$ cat config.mk
export PLATFORM = sky130hd
export DESIGN_NAME = e2dcm_combine
export DESIGN_NICKNAME = d
export VERILOG_FILES = /design/src/sv/e2dcm_pkg.sv /design/src/sv/e2dcm_combine.sv
export SDC_FILE = /design/constraint.sdc
export NUM_CORES = 2
export LEC_CHECK = 0
export BUFFER_PORTS_ARGS = -buffer_cell sky130_fd_sc_hd__buf_2
export CORE_MARGIN = 5
export CORE_UTILIZATION = 45
export DETAILED_ROUTE_END_ITERATION = 12
export HOLD_SLACK_MARGIN = 0.06
export PLACE_DENSITY_LB_ADDON = 0.25
export SLEW_MARGIN = 0
export SYNTH_ARGS = -nofsm -noshare
export SYNTH_HDL_FRONTEND = slang
export SYNTH_SLANG_ARGS = --single-unit
$ cat constraint.sdc
create_clock -name aclk -period 9.5 [get_ports aclk]
set_input_delay 0.95 -clock aclk [delete_from_list [all_inputs] [get_ports aclk]]
set_output_delay 0.95 -clock aclk [all_outputs]
set_load 0.005 [all_outputs]
$ cat src/sv/e2dcm_pkg.sv
// e2dcm_pkg: types, fixed-point format and arithmetic helpers for the
// euler_to_direction_cosine_matrix block; used by every file of the block
// depends on nothing
package e2dcm_pkg;

    // fixed-point format of every field
    localparam int DATA_WIDTH = 16;
    localparam int FRAC_BITS  = 14;

    // full product and growth room for one add after scaling
    localparam int PROD_WIDTH = 2 * DATA_WIDTH;
    localparam int SUM_WIDTH  = PROD_WIDTH + 1;

    typedef logic signed [DATA_WIDTH-1:0] data_t;
    typedef logic signed [PROD_WIDTH-1:0] prod_t;
    typedef logic signed [SUM_WIDTH-1:0]  sum_t;

    // largest and smallest value of a field, at sum width
    localparam sum_t SAT_MAX = sum_t'({1'b0, {(DATA_WIDTH-1){1'b1}}});
    localparam sum_t SAT_MIN = ~SAT_MAX;

    // one input request: sines and cosines of the three angles
    typedef struct packed {
        data_t sin_pitch;
        data_t cos_pitch;
        data_t sin_roll;
        data_t cos_roll;
        data_t sin_yaw;
        data_t cos_yaw;
    } in_t;

    // one result request: the nine matrix entries
    typedef struct packed {
        data_t m00;
        data_t m01;
        data_t m02;
        data_t m10;
        data_t m11;
        data_t m12;
        data_t m20;
        data_t m21;
        data_t m22;
    } out_t;

    // hand-off between the scale-and-saturate stage and the combine stages
    typedef struct packed {
        data_t p1;
        data_t p2;
        data_t p3;
        data_t p4;
        data_t sin_pitch;
        data_t m02;
        data_t m10;
        data_t m11;
        data_t m12;
        data_t m22;
    } mid_t;

    // full signed product of two fields
    function automatic prod_t fx_mul(data_t a, data_t b);
        return prod_t'(a) * prod_t'(b);
    endfunction

    // drop the fraction bits, rounding toward minus infinity
    function automatic sum_t fx_scale(prod_t p);
        sum_t s;
        s = {p[PROD_WIDTH-1], p};
        return s >>> FRAC_BITS;
    endfunction

    // sign-extend a field to sum width
    function automatic sum_t fx_ext(data_t d);
        return sum_t'(d);
    endfunction

    // clamp to the field range
    function automatic data_t fx_sat(sum_t v);
        sum_t c;
        if (v > SAT_MAX) begin
            c = SAT_MAX;
        end else if (v < SAT_MIN) begin
            c = SAT_MIN;
        end else begin
            c = v;
        end
        return c[DATA_WIDTH-1:0];
    endfunction

endpackage

$ cat src/sv/e2dcm_combine.sv
// e2dcm_combine: second multiply by the pitch sine and the final add and
// saturate for the four mixed entries; output register of the block
// depends on e2dcm_pkg
module e2dcm_combine (
    input  logic              aclk,
    input  logic              aresetn,
    input  logic              in_valid,
    output logic              in_ready,
    input  e2dcm_pkg::mid_t   in_data,
    output logic              m_valid,
    input  logic              m_ready,
    output e2dcm_pkg::out_t   m_data
);

    // products of the shared terms with the pitch sine
    typedef struct packed {
        e2dcm_pkg::prod_t p4_sp;
        e2dcm_pkg::prod_t p2_sp;
        e2dcm_pkg::prod_t p1_sp;
        e2dcm_pkg::prod_t p3_sp;
        e2dcm_pkg::mid_t  mid;
    } mix_t;

    logic            v3_reg;
    logic            v4_reg;
    logic            ready3;
    logic            ready4;
    mix_t            mix_reg;
    mix_t            mix_next;
    e2dcm_pkg::out_t out_reg;
    e2dcm_pkg::out_t out_next;

    // per-stage flow control
    assign ready4   = !v4_reg || m_ready;
    assign ready3   = !v3_reg || ready4;
    assign in_ready = ready3;

    // stage 3: multiply shared terms by the pitch sine
    always_comb begin
        mix_next.p4_sp = e2dcm_pkg::fx_mul(in_data.p4, in_data.sin_pitch);
        mix_next.p2_sp = e2dcm_pkg::fx_mul(in_data.p2, in_data.sin_pitch);
        mix_next.p1_sp = e2dcm_pkg::fx_mul(in_data.p1, in_data.sin_pitch);
        mix_next.p3_sp = e2dcm_pkg::fx_mul(in_data.p3, in_data.sin_pitch);
        mix_next.mid   = in_data;
    end

    // stage 4: scale, combine, saturate
    always_comb begin
        out_next.m00 = e2dcm_pkg::fx_sat(e2dcm_pkg::fx_ext(mix_reg.mid.p3)
                                         - e2dcm_pkg::fx_scale(mix_reg.p4_sp));
        out_next.m01 = e2dcm_pkg::fx_sat(e2dcm_pkg::fx_ext(mix_reg.mid.p1)
                                         + e2dcm_pkg::fx_scale(mix_reg.p2_sp));
        out_next.m20 = e2dcm_pkg::fx_sat(e2dcm_pkg::fx_ext(mix_reg.mid.p2)
                                         + e2dcm_pkg::fx_scale(mix_reg.p1_sp));
        out_next.m21 = e2dcm_pkg::fx_sat(e2dcm_pkg::fx_ext(mix_reg.mid.p4)
                                         - e2dcm_pkg::fx_scale(mix_reg.p3_sp));
        out_next.m02 = mix_reg.mid.m02;
        out_next.m10 = mix_reg.mid.m10;
        out_next.m11 = mix_reg.mid.m11;
        out_next.m12 = mix_reg.mid.m12;
        out_next.m22 = mix_reg.mid.m22;
    end

    // valid bits
    always_ff @(posedge aclk) begin
        if (!aresetn) begin
            v3_reg <= 1'b0;
            v4_reg <= 1'b0;
        end else begin
            if (ready3) begin
                v3_reg <= in_valid;
            end
            if (ready4) begin
                v4_reg <= v3_reg;
            end
        end
    end

    // payload registers
    always_ff @(posedge aclk) begin
        if (ready3 && in_valid) begin
            mix_reg <= mix_next;
        end
        if (ready4 && v3_reg) begin
            out_reg <= out_next;
        end
    end

    assign m_valid = v4_reg;
    assign m_data  = out_reg;

endmodule

======== Word-level counts from Yosys, hierarchy flattened ========
Cells that the tools add are included.
word-level totals
  logic and storage cells ................. 50
  bits of input ports ..................... 164
  output and inout port bits .............. 146
  bits in registers ....................... 418
operators by class
  $add $sub $neg .......................... 4
  reduce and logical (&&, ||, !) cells .... 6
  multiplexer cells ....................... 4
  multipliers ............................. 4
  magnitude comparators ................... 8
operators by type and width
  kind                  number
  $mul 16x16->32        4
  $gt 19x16->1 const B  4
  $lt 19x16->1 const B  4
  $mux 16               4
  $add 16x18->19        2
  $sub 16x18->19        2
  $logic_and 1x1->1     2
  $logic_not 1->1       2
  $logic_or 1x1->1      2

======== Depth between registers and ports, before layout ========
  depth in word-level cells ............... 4
  depth in mapped cells ................... 25
  gate-level depth less buffers ........... 23

======== Least setup slack after synthesis ========
Ideal clock, no wire load.
  kind .................................... input -> register
  start ................................... in m_ready
  end ..................................... reg out_reg (netlist bit m_data[0]), enable pin
  arrival ................................. 7.393 ns
  data required time ...................... 8.833 ns
  buffers on the path ..................... 0
  stages .................................. 2
  path slack .............................. 1.440 ns
  library setup time ...................... 0.667 ns
  cell sequence ........................... nor2b_1 > nor2b_1
on the way
  longest elaborated chain between the ends .. 2
RTL lines
  what                    line                 RTL
  start: declaration      e2dcm_combine.sv:11  input logic m_ready,
  $logic_or 1x1->1        e2dcm_combine.sv:34  assign ready4 = !v4_reg || m_ready;
  $logic_and 1x1->1       e2dcm_combine.sv:84  if (ready4 && v3_reg) begin
  end signal: assignment  e2dcm_combine.sv:85  out_reg <= out_next;
  end: declaration        e2dcm_combine.sv:30  e2dcm_pkg::out_t out_reg;
No other way between the ends.
A chain may end at the register's enable or synchronous reset.

==> results_dict.tcl <==
set metrics [dict create \
    cp.arrival_ps 7770 \
    synthesis.nets 6652 \
    cp_max_fo 33 \
    status "finished clean" \
    cts_resized 0 \
    cts_num_sinks 362 \
    seq_area_mm2 0.0109 \
    grt_max_degree 69 \
    io_buffers 309 \
    final_util_pct 49.1 \
    cts_buffer_depth 3 \
    end_kind "flip-flop" \
    vias_per_cell 5.07 \
    pin_count 310 \
    initial_core_util_pct 45.3 \
    clkLatencyLatePin_ps 620 \
    criticalPathCategory "in2reg" \
    slew_headroom_pct 16.3 \
    areaGrowthSynthToFinish_pct 8.43 \
    path_clk_slew_ps 60 \
    drt_iter0_drc 2021 \
    synth-edff-count 360 \
    die_h_um 352 \
    async_reset_ff_share_pct 0 \
    design.die.area_mm2 0.124 \
    hold_class "reg2reg" \
    gr-total-overflow 0 \
    setup_viol 0 \
    gp_congestion 0.831 \
    largest_reg_flops 216 \
    min_period_over_period_pct 78.1 \
    drc 0 \
    dpl.hpwl_um 94200 \
    ys.flop_type "edfxtp_1" \
    ys_seq_elements 362 \
    maxCapViolations 0 \
    slew_viol_final 0 \
    die_width_um 352 \
    fin_tns_setup_ps 0 \
    synth_seq_area_share_pct 20.6 \
    first_pass_iters 5 \
    cts_made_buffers 43 \
    vias 34500 \
    worst-endpoint-required_ps 9860 \
    htreeDepth 2 \
    drive_gt1_share_pct 8.49 \
    tightest_slew_ps 1250 \
    syn_area_mm2 0.0526 \
    grt_pass1_wl_um 201000 \
    hold_viol 0 \
    syn_avg_cell_area_um2 10.4 \
    cts_setup_buffers 0 \
    ys_warn_count 0 \
    finalNetCount 6856 \
    grt_use_total_pct 20.2 \
    fillers 10600 \
    synth.distinct_cells 80 \
    num_rows 125 \
    critPathLaunchType "input pin" \
    multi_input_area_mm2 0.0364 \
    fmax_mhz 135 \
    grt_pass1_vias 36700 \
    clock_skew_ps 29.1 \
    wl_um 122000 \
    hold_buffers 0 \
    root_buffer "clkbuf_16" \
    coreArea_mm2 0.116 \
    wire_per_inst_um 17.9 \
    antenna_found_initial 20 \
    period_minus_slack_ps 7420 \
    cts_tree "yes" \
    postSynthCellCount 5052 \
    drtAntennaViolNets 0 \
    rsz0062_at_grt "false" \
]
final cells by class:
| type | instances | area share, % |
|---|---|---|
| inverters | 1231 | 8.10 |
| clock buffers | 51 | 1.98 |
| repair buffers | 342 | 3.23 |
| diodes | 3 | 0.0132 |
| flip-flops and latches | 362 | 19.0 |
| multi-input cells | 3276 | 63.8 |
| clock inverters | 24 | 0.478 |
| well taps | 1524 | 3.34 |
critical path: stages:
cell,delay [ps]
buf_2,620
buf_4,530
nand2_1,140
fa_1,540
inv_1,50
fa_1,550
fa_1,440
fa_1,470
fa_1,500
inv_1,50
fa_1,470
inv_1,40
ha_1,330
a21o_1,210
a21o_1,190
a211o_1,300
a211oi_1,530
o31ai_1,230
nand2_1,140
nand2_1,120
a41oi_1,270
xnor2_1,80
cell usage in the layout (no fill, tap or decap), types with 11 or more instances in the layout:
cell	instances
a211oi_1	19
a21o_1	98
a21oi_1	86
a31oi_1	14
and2_1	476
buf_2	309
buf_4	29
clkbuf_16	44
edfxtp_1	360
fa_1	1048
ha_1	388
inv_1	1230
nand2_1	530
nand2b_1	32
nand3_1	24
nand4_1	15
nor2_1	129
nor2b_1	20
nor3_1	22
o21a_1	29
o21ai_0	46
o21ai_1	11
o21bai_1	14
xnor2_1	118
xor2_1	39
stage by stage:
stage,cells,area [um2],worst slack [ps],hold WS (ps)
2_1_floorplan,5052,52600,1440,400
4_1_cts,6810,57100,2190,416
5_1_grt,6811,57100,1860,422
6_report,6813,57100,2080,415
3_3_place_gp,6735,55700,1650,400
3_5_place_dp,6735,55700,1550,405
final timing paths:
kind                       end    startpoint  cells past startpoint  slack [ps]
hold / removal      m_data[55]   mix_reg[23]                      0         410
setup / recovery  mix_reg[284]   in_data[91]                     22        2080
setup reg to reg   m_data[132]  mix_reg[112]                     11        5830
hold reg to reg     m_data[55]   mix_reg[23]                      0         410
cell usage after synthesis (10+ instances only):
| master | number | area, um2 |
|---|---|---|
| o21a_1 | 29 | 218 |
| o21ai_0 | 46 | 230 |
| a31oi_1 | 14 | 87.6 |
| a21o_1 | 98 | 736 |
| xnor2_1 | 118 | 1030 |
| a211oi_1 | 19 | 143 |
| xor2_1 | 39 | 342 |
| and3_1 | 10 | 62.6 |
| and2_1 | 477 | 2980 |
| nor3_1 | 22 | 110 |
| nor2b_1 | 21 | 131 |
| nor2_1 | 129 | 484 |
| nand3_1 | 24 | 120 |
| o21ai_1 | 11 | 55.1 |
| nand2_1 | 530 | 1990 |
| a21oi_1 | 86 | 430 |
| inv_1 | 1231 | 4620 |
| edfxtp_1 | 360 | 10800 |
| ha_1 | 388 | 4850 |
| nand2b_1 | 32 | 200 |
| o21bai_1 | 14 | 105 |
| fa_1 | 1048 | 21000 |
| nand4_1 | 15 | 93.8 |
| clkbuf_1 | 168 | 631 |
kinds of logic (layout without fill, tap and decap cells):
family / after synthesis / count (layout) / share of synthesized area (%)
other: 0 / 3 / 0
DFF: 362 / 362 / 20.6
adders and majority gates: 1436 / 1436 / 49.1
muxes: 1 / 1 / 0.0190
xor gates and xnor gates: 157 / 157 / 2.61
buffers and inverters: 1414 / 1648 / 10.2
and+or+nand+nor: 1286 / 1286 / 12.1
AOI/OAI and AO/OA: 396 / 396 / 5.38
routing by layer:
| metal | track usage (%) | wire length, um | vias up |
|---|---|---|---|
| met2 | 32.9 | 57000 | 916 |
| met5 | 0 | 23 | - |
| met1 | 29.0 | 54400 | 17800 |
| li1 | - | - | 15700 |
| met4 | 4.78 | 2890 | 4 |
| met3 | 2.87 | 7530 | 140 |
Power is left out: the tool's default activity adds up to more than one toggle a clock period on the data nets, which glitch-free logic cannot reach.
